`src/rtl/dwip_pkg.sv`:
```
// Shared widths, constants and types of the dual wheel incremental PID block.
package dwip_pkg;

  // Field widths
  localparam int TGT_W   = 17;
  localparam int CNT_W   = 12;
  localparam int GAIN_W  = 16;
  localparam int CFG_W   = 16;
  localparam int CFG_AW  = 3;
  localparam int ERR_W   = 18;
  localparam int DRV_W   = 17;
  localparam int MAG_W   = 16;
  localparam int IN_W    = 64;
  localparam int OUT_W   = 40;

  // Internal datapath widths
  localparam int RECIP_W = 21;
  localparam int OPA_W   = 13;
  localparam int MA_W    = 19;
  localparam int MB_W    = 22;
  localparam int PROD_W  = MA_W + MB_W;
  localparam int ACC_W   = 36;
  localparam int DELTA_W = ACC_W - 8;
  localparam int U_W     = DELTA_W + 1;
  localparam int SPD_W   = 19;

  // Q16 reciprocals of the speed conversion and count offsets
  localparam logic [RECIP_W-1:0] RECIP_LEFT_ACC  = 21'd1092267;
  localparam logic [RECIP_W-1:0] RECIP_RIGHT_ACC = 21'd985504;
  localparam logic [RECIP_W-1:0] RECIP_BRAKE     = 21'd936229;
  localparam logic [OPA_W-1:0]   OFFSET_LEFT     = 13'd40;
  localparam logic [OPA_W-1:0]   OFFSET_RIGHT    = 13'd46;

  // Reset values of threshold and limit
  localparam logic [CFG_W-1:0] THRESHOLD_RST = 16'd710;
  localparam logic [CFG_W-1:0] LIMIT_RST     = 16'd3500;

  // Configuration register indexes
  typedef enum logic [CFG_AW-1:0] {
    REG_ACC_KP, REG_ACC_KI, REG_ACC_KD,
    REG_BRAKE_KP, REG_BRAKE_KI, REG_BRAKE_KD,
    REG_THRESHOLD, REG_DUTY_LIMIT
  } cfg_idx_t;

  typedef struct packed {
    logic signed [GAIN_W-1:0] acc_kp;
    logic signed [GAIN_W-1:0] acc_ki;
    logic signed [GAIN_W-1:0] acc_kd;
    logic signed [GAIN_W-1:0] brake_kp;
    logic signed [GAIN_W-1:0] brake_ki;
    logic signed [GAIN_W-1:0] brake_kd;
    logic [CFG_W-1:0]         thr;
    logic [CFG_W-1:0]         lim;
  } cfg_regs_t;

  // Lane status toward the merge stage
  typedef struct packed {
    logic                    idle;
    logic                    done;
    logic signed [DRV_W-1:0] drive;
  } lane_stat_t;

  typedef enum logic [2:0] {
    LS_IDLE, LS_SPEED, LS_ERR, LS_PROP, LS_INTG, LS_DERV, LS_UPD, LS_DONE
  } lane_state_t;

endpackage

```
`src/rtl/dwip_cfg.sv`:
```
// Configuration register file of the dual wheel incremental PID block.
module dwip_cfg import dwip_pkg::*; (
  input  logic              clk,
  input  logic              rst_n,
  input  logic              cfg_we,
  input  logic [CFG_AW-1:0] cfg_addr,
  input  logic [CFG_W-1:0]  cfg_wdata,
  output cfg_regs_t         regs
);

  cfg_regs_t regs_r, regs_nxt;
  cfg_idx_t  idx;

  assign idx  = cfg_idx_t'(cfg_addr);
  assign regs = regs_r;

  // Register decode
  always_comb begin
    regs_nxt = regs_r;
    if (cfg_we) begin
      unique case (idx)
        REG_ACC_KP:     regs_nxt.acc_kp   = $signed(cfg_wdata);
        REG_ACC_KI:     regs_nxt.acc_ki   = $signed(cfg_wdata);
        REG_ACC_KD:     regs_nxt.acc_kd   = $signed(cfg_wdata);
        REG_BRAKE_KP:   regs_nxt.brake_kp = $signed(cfg_wdata);
        REG_BRAKE_KI:   regs_nxt.brake_ki = $signed(cfg_wdata);
        REG_BRAKE_KD:   regs_nxt.brake_kd = $signed(cfg_wdata);
        REG_THRESHOLD:  regs_nxt.thr      = cfg_wdata;
        REG_DUTY_LIMIT: regs_nxt.lim      = cfg_wdata;
        default:        regs_nxt = regs_r;
      endcase
    end
  end

  always_ff @(posedge clk) begin
    if (!rst_n) begin
      regs_r <= '{acc_kp: '0, acc_ki: '0, acc_kd: '0,
                  brake_kp: '0, brake_ki: '0, brake_kd: '0,
                  thr: THRESHOLD_RST, lim: LIMIT_RST};
    end else begin
      regs_r <= regs_nxt;
    end
  end

endmodule

```
`src/rtl/dwip_lane.sv`:
```
// One wheel lane: speed conversion, error history and incremental PID update.
module dwip_lane import dwip_pkg::*; (
  input  logic                    clk,
  input  logic                    rst_n,
  input  logic                    start,
  input  logic signed [TGT_W-1:0] target,
  input  logic signed [CNT_W-1:0] count,
  input  logic [OPA_W-1:0]        offset,
  input  logic [RECIP_W-1:0]      recip_acc,
  input  cfg_regs_t               cfg,
  input  logic                    release_i,
  output lane_stat_t              stat
);

  lane_state_t state_r, state_nxt;

  logic signed [TGT_W-1:0]  tgt_hold_r;
  logic signed [OPA_W-1:0]  opa_r, opa_nxt;
  logic                     acc_mode_r, acc_mode_nxt;
  logic signed [PROD_W-1:0] prod_r;
  logic signed [ERR_W-1:0]  err_r, e1_r, e2_r;
  logic signed [ACC_W-1:0]  acc_r;
  logic signed [DRV_W-1:0]  drive_r, drive_nxt;

  // Branch select against the threshold
  logic signed [ERR_W-1:0] tgt_x, thr_x;
  logic signed [OPA_W-1:0] cnt_x, off_x;
  logic                    pos_br, neg_br;

  assign tgt_x  = ERR_W'(target);
  assign thr_x  = $signed(ERR_W'(cfg.thr));
  assign pos_br = tgt_x >= thr_x;
  assign neg_br = tgt_x <= -thr_x;
  assign cnt_x  = OPA_W'(count);
  assign off_x  = $signed(offset);

  always_comb begin
    acc_mode_nxt = pos_br | neg_br;
    if (pos_br)      opa_nxt = cnt_x + off_x;
    else if (neg_br) opa_nxt = cnt_x - off_x;
    else             opa_nxt = cnt_x;
  end

  // Shared multiplier operands
  logic signed [MA_W-1:0]   mul_a;
  logic signed [MB_W-1:0]   mul_b;
  logic signed [PROD_W-1:0] mul_p;
  logic signed [GAIN_W-1:0] kp, ki, kd;

  assign kp = acc_mode_r ? cfg.acc_kp : cfg.brake_kp;
  assign ki = acc_mode_r ? cfg.acc_ki : cfg.brake_ki;
  assign kd = acc_mode_r ? cfg.acc_kd : cfg.brake_kd;

  always_comb begin
    mul_a = MA_W'(err_r);
    mul_b = MB_W'(kp);
    case (state_r)
      LS_SPEED: begin
        mul_a = MA_W'(opa_r);
        mul_b = $signed({1'b0, (acc_mode_r ? recip_acc : RECIP_BRAKE)});
      end
      LS_INTG: begin
        mul_a = MA_W'(e1_r);
        mul_b = MB_W'(ki);
      end
      LS_DERV: begin
        mul_a = MA_W'(e2_r);
        mul_b = MB_W'(kd);
      end
      default: begin
        mul_a = MA_W'(err_r);
        mul_b = MB_W'(kp);
      end
    endcase
  end

  assign mul_p = mul_a * mul_b;

  // Speed: product / 65536 truncated toward zero, then error
  logic signed [PROD_W-1:0] spd_bias;
  logic signed [SPD_W-1:0]  spd, err_w;

  assign spd_bias = prod_r + (prod_r[PROD_W-1] ? PROD_W'(65535) : PROD_W'(0));
  assign spd      = spd_bias[16 +: SPD_W];
  assign err_w    = SPD_W'(tgt_hold_r) - spd;

  // Increment: sum / 256 truncated toward zero, accumulate and clamp
  logic signed [ACC_W-1:0]   sum, sum_bias;
  logic signed [DELTA_W-1:0] delta;
  logic signed [U_W-1:0]     u, lim_x;

  assign sum      = acc_r + prod_r[ACC_W-1:0];
  assign sum_bias = sum + (sum[ACC_W-1] ? ACC_W'(255) : ACC_W'(0));
  assign delta    = sum_bias[ACC_W-1:8];
  assign u        = U_W'(drive_r) + U_W'(delta);
  assign lim_x    = $signed(U_W'(cfg.lim));

  always_comb begin
    if (u > lim_x)       drive_nxt = DRV_W'(lim_x);
    else if (u < -lim_x) drive_nxt = DRV_W'(-lim_x);
    else                 drive_nxt = DRV_W'(u);
  end

  // Next state
  always_comb begin
    state_nxt = state_r;
    unique case (state_r)
      LS_IDLE:  if (start) state_nxt = LS_SPEED;
      LS_SPEED: state_nxt = LS_ERR;
      LS_ERR:   state_nxt = LS_PROP;
      LS_PROP:  state_nxt = LS_INTG;
      LS_INTG:  state_nxt = LS_DERV;
      LS_DERV:  state_nxt = LS_UPD;
      LS_UPD:   state_nxt = LS_DONE;
      LS_DONE:  if (release_i) state_nxt = LS_IDLE;
      default:  state_nxt = LS_IDLE;
    endcase
  end

  // Status outputs
  always_comb begin
    stat.idle  = (state_r == LS_IDLE);
    stat.done  = (state_r == LS_DONE);
    stat.drive = drive_r;
  end

  always_ff @(posedge clk) begin
    if (!rst_n) state_r <= LS_IDLE;
    else        state_r <= state_nxt;
  end

  // Datapath registers
  always_ff @(posedge clk) begin
    unique case (state_r)
      LS_IDLE: if (start) begin
        tgt_hold_r <= target;
        opa_r      <= opa_nxt;
        acc_mode_r <= acc_mode_nxt;
      end
      LS_SPEED: prod_r <= mul_p;
      LS_ERR:   err_r  <= err_w[ERR_W-1:0];
      LS_PROP:  prod_r <= mul_p;
      LS_INTG: begin
        acc_r  <= prod_r[ACC_W-1:0];
        prod_r <= mul_p;
      end
      LS_DERV: begin
        acc_r  <= acc_r - prod_r[ACC_W-1:0];
        prod_r <= mul_p;
      end
      default: ;
    endcase
  end

  // Controller state: drive and error history
  always_ff @(posedge clk) begin
    if (!rst_n) begin
      drive_r <= '0;
      e1_r    <= '0;
      e2_r    <= '0;
    end else if (state_r == LS_UPD) begin
      drive_r <= drive_nxt;
      e2_r    <= e1_r;
      e1_r    <= err_r;
    end
  end

  // Checks
  a_start_idle: assert property (@(posedge clk) disable iff (!rst_n)
    start |-> (state_r == LS_IDLE))
    else $error("lane started while busy");
  a_upd_done: assert property (@(posedge clk) disable iff (!rst_n)
    (state_r == LS_UPD) |=> (state_r == LS_DONE))
    else $error("update did not finish");
  a_done_hold: assert property (@(posedge clk) disable iff (!rst_n)
    (state_r == LS_DONE && !release_i) |=> (state_r == LS_DONE) && $stable(drive_r))
    else $error("finished lane lost its result");

endmodule

```
`src/rtl/dwip_merge.sv`:
```
// Merge stage: joins both lane drives into one registered result transfer.
module dwip_merge import dwip_pkg::*; (
  input  logic             clk,
  input  logic             rst_n,
  input  lane_stat_t       left_stat,
  input  lane_stat_t       right_stat,
  output logic             release_o,
  output logic             out_tvalid,
  input  logic             out_tready,
  output logic [OUT_W-1:0] out_tdata
);

  logic             valid_r;
  logic [OUT_W-1:0] data_r, data_nxt;
  logic [DRV_W-1:0] mag_left, mag_right;

  // Magnitude plus reverse bit per wheel
  assign mag_left  = left_stat.drive[DRV_W-1]  ? DRV_W'(-left_stat.drive)  : left_stat.drive;
  assign mag_right = right_stat.drive[DRV_W-1] ? DRV_W'(-right_stat.drive) : right_stat.drive;

  assign data_nxt = {{(OUT_W - 2 * (MAG_W + 1)){1'b0}},
                     right_stat.drive[DRV_W-1], mag_right[MAG_W-1:0],
                     left_stat.drive[DRV_W-1],  mag_left[MAG_W-1:0]};

  // Load when both lanes are finished and the slot frees up
  assign release_o  = left_stat.done && right_stat.done && (!valid_r || out_tready);
  assign out_tvalid = valid_r;
  assign out_tdata  = data_r;

  always_ff @(posedge clk) begin
    if (!rst_n)         valid_r <= 1'b0;
    else if (release_o) valid_r <= 1'b1;
    else if (out_tready) valid_r <= 1'b0;
  end

  always_ff @(posedge clk) begin
    if (release_o) data_r <= data_nxt;
  end

endmodule

```
`src/rtl/dual_wheel_incremental_pid_top.sv`:
```
// Top level of the dual wheel incremental PID speed controller.
//
//  channel | direction | handshake            | payload
//  in_     | slave     | in_tvalid/in_tready  | in_tdata  64 bits
//  out_    | master    | out_tvalid/out_tready| out_tdata 40 bits
//  cfg_    | write     | cfg_we               | cfg_addr 3, cfg_wdata 16
//
// Each tick holds the wheel lanes from its input transfer through the steps
// of the lane's single shared multiplier (speed product, then the three gain
// products) plus error, update and hand-off to the output register; out_tvalid
// rises with that hand-off, which waits while an earlier result is not taken.
// The lanes then return to idle, where they take the next tick.
// A new tick is taken as soon as both lanes have handed their drive to the
// output register, even while that result still waits for out_tready.
// Reset (rst_n low, synchronous) clears drives and error history and restores
// the register defaults.
module dual_wheel_incremental_pid_top import dwip_pkg::*; (
  input  logic              clk,
  input  logic              rst_n,
  input  logic              in_tvalid,
  output logic              in_tready,
  // target_left[16:0], target_right[33:17], count_left[45:34], count_right[57:46]
  input  logic [IN_W-1:0]   in_tdata,
  output logic              out_tvalid,
  input  logic              out_tready,
  // left_magnitude[15:0], left_reverse[16], right_magnitude[32:17], right_reverse[33]
  output logic [OUT_W-1:0]  out_tdata,
  input  logic              cfg_we,
  input  logic [CFG_AW-1:0] cfg_addr,
  input  logic [CFG_W-1:0]  cfg_wdata
);

  cfg_regs_t  regs;
  lane_stat_t left_stat, right_stat;
  logic       start, release_w;

  assign in_tready = left_stat.idle && right_stat.idle;
  assign start     = in_tvalid && in_tready;

  dwip_cfg u_cfg (
    .clk, .rst_n, .cfg_we, .cfg_addr, .cfg_wdata, .regs
  );

  dwip_lane u_lane_left (
    .clk, .rst_n,
    .start     (start),
    .target    ($signed(in_tdata[16:0])),
    .count     ($signed(in_tdata[45:34])),
    .offset    (OFFSET_LEFT),
    .recip_acc (RECIP_LEFT_ACC),
    .cfg       (regs),
    .release_i (release_w),
    .stat      (left_stat)
  );

  dwip_lane u_lane_right (
    .clk, .rst_n,
    .start     (start),
    .target    ($signed(in_tdata[33:17])),
    .count     ($signed(in_tdata[57:46])),
    .offset    (OFFSET_RIGHT),
    .recip_acc (RECIP_RIGHT_ACC),
    .cfg       (regs),
    .release_i (release_w),
    .stat      (right_stat)
  );

  dwip_merge u_merge (
    .clk, .rst_n,
    .left_stat, .right_stat,
    .release_o (release_w),
    .out_tvalid, .out_tready, .out_tdata
  );

endmodule
```
`config.mk`:
```
export PLATFORM = sky130hd
export DESIGN_NAME = dual_wheel_incremental_pid_top
export DESIGN_NICKNAME = d
export VERILOG_FILES = /design/src/rtl/dwip_pkg.sv /design/src/rtl/dwip_cfg.sv /design/src/rtl/dwip_lane.sv /design/src/rtl/dwip_merge.sv /design/src/rtl/dual_wheel_incremental_pid_top.sv
export SDC_FILE = /design/constraint.sdc
export NUM_CORES = 2
export LEC_CHECK = 0
export ABC_CLOCK_PERIOD_IN_PS = 10400
export BUFFER_PORTS_ARGS = -buffer_cell sky130_fd_sc_hd__buf_2
export CAP_MARGIN = 15
export CORE_MARGIN = 4
export CORE_UTILIZATION = 28
export DETAILED_ROUTE_END_ITERATION = 6
export HOLD_SLACK_MARGIN = 0.15
export MAX_ROUTING_LAYER = met4
export PLACE_DENSITY = 0.41
export SYNTH_ARGS = -nofsm -noshare
export SYNTH_HDL_FRONTEND = slang
export SYNTH_SLANG_ARGS = --single-unit
export TNS_END_PERCENT = 1
```
`constraint.sdc`:
```
create_clock -name clk -period 10.4 [get_ports clk]
set_input_delay 1.04 -clock clk [delete_from_list [all_inputs] [get_ports clk]]
set_output_delay 1.04 -clock clk [all_outputs]
set_load 0.005 [all_outputs]
```
Yosys cells after proc, flatten, opt, wreduce, memory -nomap -nowiden

Cells that the tools add are included.

$lt $le $gt $ge: 8
$mul: 2
Reductions and logical operators: 26
Add/subtract/negate cells: 20
Muxes and demuxes: 34
Bitwise logic cells: 2
Equality and inequality tests: 25

Operators by type and width:

| kind                  | count |
|---|---|
| $mux 16               | 10 |
| $pmux 36 s2           | 2 |
| $pmux 22 s3           | 2 |
| $pmux 19 s3           | 2 |
| $mux 17               | 5 |
| $mul 19x22->41        | 2 |
| $add 36x36->36        | 2 |
| $add 36x9->36         | 2 |
| $sub 36x36->36        | 2 |
| $add 34x34->34        | 2 |
| $add 17x28->29        | 2 |
| $gt 29x17->1          | 2 |
| $lt 29x29->1          | 2 |
| $mux 13               | 4 |
| $pmux 3 s8            | 2 |
| $eq 3x3->1 const B    | 12 |
| $le 17x18->1          | 2 |
| $sub 17x18->18        | 2 |
| $ge 17x17->1          | 2 |
| $neg 16->16           | 2 |
| $neg 16->29           | 1 |
| $add 12x7->13 const B | 2 |
| $sub 12x7->13 const B | 2 |
| $reduce_and 2->1      | 12 |
| other kinds (16)      | 37 |

Bits of input ports: 88
Word-level logic and storage cells: 147
Register bits after elaboration: 527

Longest topological paths before layout

Word-level depth: 7
Mapped depth: 49
Mapped depth without buffers: 45

Cells and area by module

A second synthesis with hierarchy kept.

Cell total of the unflattened synthesis: 8,520
Area, all modules: 74,033.5 sq um

By module, submodules not included:

| module                         | area an instance (sq um) | times used | cells an instance |
|---|---|---|---|
| dwip_lane (u_lane_right)       | 33,968.8                 | 1          | 3,992 |
| dwip_lane (u_lane_left)        | 33,553.4                 | 1          | 3,934 |
| dwip_cfg                       | 4,763.3                  | 1          | 457 |
| dwip_merge                     | 1,727.9                  | 1          | 133 |
| dual_wheel_incremental_pid_top | 20.0                     | 1          | 4 |

Least setup slack after synthesis

Ideal clock, no wire load.

Path type: reg2reg
Start: register u_lane_right.state_r[0]
End: register u_lane_right.prod_r[35] (data pin)
Slack: 1,214 ps
Arrival time: 8,928 ps
Required time: 10,142 ps
Cell stages (with the launch flop): 36
Library setup time: 258 ps
Cell sequence: dfxtp_1 > clkbuf_1 > nand2b_1 > o21ai_0 > clkinv_1 > nand2_1 > o21ai_0 > a21oi_1 > inv_1 > or2_2 > fa_1 > fa_1 > inv_1 > fa_1 > inv_1 > fa_1 > fa_1 > inv_1 > fa_1 > inv_1 > fa_1 > inv_1 > ha_1 > a21oi_1 > nor2b_1 > o21ai_0 > nand2b_1 > a221oi_1 > a31oi_1 > a2111o_1 > a41oi_1 > o21ai_0 > o21a_1 > o21ai_0 > nand2b_1 > xor2_1

Word-level cells in the longest chain between the ends: 3

RTL lines:

| element                                    | line             | source |
|---|---|---|
| from (decl)                                | dwip_lane.sv:15  | `lane_state_t state_r, state_nxt;` |
| from (signal assigned)                     | dwip_lane.sv:129 | `else state_r <= state_nxt;` |
| $eq 3x3->1 or $eq 3x1->1 (tied branches)   | dwip_lane.sv:57  | `case (state_r)` |
| $pmux 19 s3 or $pmux 22 s3 (tied branches) | dwip_lane.sv:57  |  |
| $mul 19x22->41 (*)                         | dwip_lane.sv:77  | `assign mul_p = mul_a * mul_b;` |
| named net u_lane_right.mul_p[35]           | dwip_lane.sv:47  | `logic signed [PROD_W-1:0] mul_p;` |
| to (signal assigned)                       | dwip_lane.sv:140 | `LS_SPEED: prod_r <= mul_p;` |
| to (signal assigned)                       | dwip_lane.sv:142 | `LS_PROP: prod_r <= mul_p;` |
| to (signal assigned)                       | dwip_lane.sv:145 | `prod_r <= mul_p;` |
| to (decl)                                  | dwip_lane.sv:20  | `logic signed [PROD_W-1:0] prod_r;` |

The timed path passes the listed nets; every way through them passes the cells marked *.
A chain may end at the register's enable or synchronous reset.

Worst setup path in the final report

Same ends and word-level chain as after synthesis.

==> impl_metrics.py <==
metrics = {
    "routing": {
        "drt_wl_total_mm": 236,
        "viasPerCell": 4.91,
        "drt_first_pass_iters": 5,
        "route.detailed.drc": 0,
        "drt_iter0_markers": 3311,
        "vias": 55000,
        "ant_nets": 0,
        "wire_per_inst_um": 21.0,
    },
    "timing": {
        "finalHoldViolations": 0,
        "period_share_pct": 94.1,
        "setup_tns_ns": 0,
        "rsz0062_at_grt": "no",
        "finalCriticalPeriod_ns": 9.79,
        "skew_ns": 0.0467,
        "tightest_slew_ns": 1.25,
        "setup_viol": 0,
        "slew_viol_final": 0,
        "slew_headroom_pct": 16.6,
        "fmax_ghz": 0.102,
    },
    "setup_path": {
        "cp_slowest_cell": "fa_1",
        "critical_path.top_delay_family": "adder cells",
        "path_common_cell": "fa_1",
        "cp.required_ns": 10.81,
        "reg2regPathDepth": 37,
        "arrival_ns": 10.20,
        "cp-end-kind": "flip-flop",
        "worst-path-max-fanout": 22,
        "critPathKind": "flip-flop to flip-flop",
        "cp.buffers_inverters": 10,
        "crit_path_start_kind": "flip-flop",
        "slowest_delay_ns": 0.56,
        "path_depth": 37,
    },
    "die": {
        "dieArea_um2": 254000,
        "num_rows": 181,
        "core_area_um2": 244000,
        "die_height_um": 504,
        "io_pins": 130,
        "initial_core_util_pct": 28.2,
        "die_w_um": 504,
    },
    "synthesis": {
        "syn-cell-area_um2": 69000,
        "yosysWarnings": 0,
        "synth_cell_types": 105,
        "synth.avg_cell_area_um2": 8.80,
        "synthFlopType": "edfxtp_1",
        "synth-seq-cells": 519,
        "synth-edff-count": 278,
        "synth-seq-area-share_pct": 19.1,
        "async_reset_ff_share_pct": 0,
        "netlist_instances": 7836,
    },
    "grt": {
        "antenna_found_initial": 51,
        "grt_max_degree": 133,
        "grt_usage_pct": 19.0,
        "grt_overflow": 0,
        "grt_pass1_vias": 56700,
        "grt_pass1_wl_mm": 360,
    },
    "place": {
        "hpwl_mm": 193,
        "globalplace.congestion": 0.879,
        "port_buffers": 117,
    },
    "layout": {
        "area_growth_pct": 11.1,
        "drive_above_1_share_pct": 7.65,
        "nets": 9531,
        "fin_util_pct": 31.4,
    },
    "hold_path": {
        "min-delay-path-class": "flip-flop to flip-flop",
        "hold_depth": 2,
    },
    "cts": {
        "clock_path_buffers": 3,
        "path_clk_slew_ns": 0.06,
        "cts.sinks": 519,
        "post_cts_resized": 0,
        "clk_latency_ns": 0.68,
        "root_buffer": "clkbuf_16",
        "cts_tree": "yes",
        "cts_setup_buffers": 0,
        "numCtsBuffers": 67,
        "cts_hold_buf": 0,
        "htreeDepth": 3,
    },
    "job": {
        "drv_cap": 0,
    },
    "status": {
        "status": "finished clean",
    },
}
## cell families (layout without fill, tap and decap cells)
family | Yosys count | count (layout) | share of synthesized area [%]
fa+ha+maj | 1508 | 1508 | 36.4
buf+inv | 1458 | 1603 | 8.04
other cells | 1 | 36 | 0.00544
xor+xnor | 420 | 420 | 5.33
simple gates | 2309 | 2309 | 15.2
flops | 519 | 519 | 19.1
mux | 142 | 142 | 2.32
compound gates | 1479 | 1479 | 13.6
## cell usage in the layout, fill, tap and decap left out, types with 15 or more instances in the layout
cell type  instances
o311ai_0          21
o311ai_1          15
nand2_1         1077
ha_1             673
xor2_1           103
fa_1             835
diode_2           30
a211oi_1          34
nand3_1          110
o21ai_1           15
nor2_1           483
and3_1            38
a21o_1           126
or2_2             24
nand4_1           69
or3_1             36
o211ai_1          26
nor3_1            92
inv_1           1123
nand2b_1          82
dfxtp_1          239
clkbuf_16         70
o31ai_1           40
nor2b_1          117
xnor2_1          317
mux2_2            32
o22a_1            21
edfxtp_1         278
mux2i_1           99
a31oi_1           27
o21ai_0          265
buf_2            117
and2_1            59
o21a_1            61
o21bai_1          54
nor4_1            43
o22ai_1           39
buf_4            221
a21oi_1          527
a22oi_1           23
## cell type report
class                      count  area, µm²
antenna                       30       75.1
clock buffer                  75       1800
clock inverter                45        430
fill                       25600     168000
inverter                    1136       4270
multi-input combinational   5864      50500
sequential                   519      13200
tap                         3202       4010
timing repair buffer         347       2410
## tightest hold or removal path, cell delays in order (launching register included)
cell and delay [ns]:
dfxtp_1 0.31, nand2_1 0.05, a21oi_1 0.05
## registers in the layout, summed over array words and instances, names as in the netlist, 17 cells and up
signal	count
u_cfg.regs	128
u_lane_left.acc_r	36
u_lane_left.drive_r	17
u_lane_left.e1_r	18
u_lane_left.e2_r	18
u_lane_left.err_r	18
u_lane_left.prod_r	37
u_lane_left.tgt_hold_r	17
u_lane_right.acc_r	36
u_lane_right.drive_r	17
u_lane_right.e1_r	18
u_lane_right.e2_r	18
u_lane_right.err_r	18
u_lane_right.prod_r	37
u_lane_right.tgt_hold_r	17
u_merge.out_tdata	34
## worst paths after layout
kind	from	end	slack, ns
worst max-delay path	u_lane_right.state_r[0]	u_lane_right.prod_r[35]	0.61
worst max register to register	u_lane_right.state_r[0]	u_lane_right.prod_r[35]	0.61
worst min register to register	u_lane_right.e2_r[4]	u_lane_right.e2_r[4]	0.46
worst min-delay path	u_lane_right.e2_r[4]	u_lane_right.e2_r[4]	0.46
## per-stage QoR
| step | area, µm² | hold WS [ns] | std cells | worst slack [ns] |
|---|---|---|---|---|
| 6_report | 76600 | 0.456 | 11200 | 0.613 |
| 5_1_grt | 76600 | 0.468 | 11200 | 0.0458 |
| 4_1_cts | 76500 | 0.456 | 11200 | 0.111 |
| 3_5_place_dp | 74200 | 0.447 | 11100 | 0.134 |
| 3_3_place_gp | 74200 | 0.438 | 11100 | 0.106 |
| 2_1_floorplan | 69000 | 0.433 | 7841 | 1.21 |
## synthesized netlist by cell type, types with 99 or more instances
cell type / count / area (µm²)
a21o_1: 126 / 946
a21oi_1: 532 / 2660
clkbuf_1: 258 / 968
dfxtp_1: 241 / 4820
edfxtp_1: 278 / 8350
fa_1: 835 / 16700
ha_1: 673 / 8420
inv_1: 1125 / 4220
mux2i_1: 99 / 991
nand2_1: 1079 / 4050
nand3_1: 110 / 551
nor2_1: 491 / 1840
nor2b_1: 117 / 732
o21ai_0: 269 / 1350
xnor2_1: 317 / 2780
xor2_1: 103 / 902
## per-layer routing
layer	part of all wire [%]	vias to the layer above	track usage [%]
met5	0	-	-
met4	2.6	0	5.09
met1	46	27500	24.9
met2	47	1067	30.9
met3	4.3	243	2.33
li1	-	26200	-
Power is left out: the tool's default activity adds up to more than one toggle a clock period on the data nets, which glitch-free logic cannot reach.
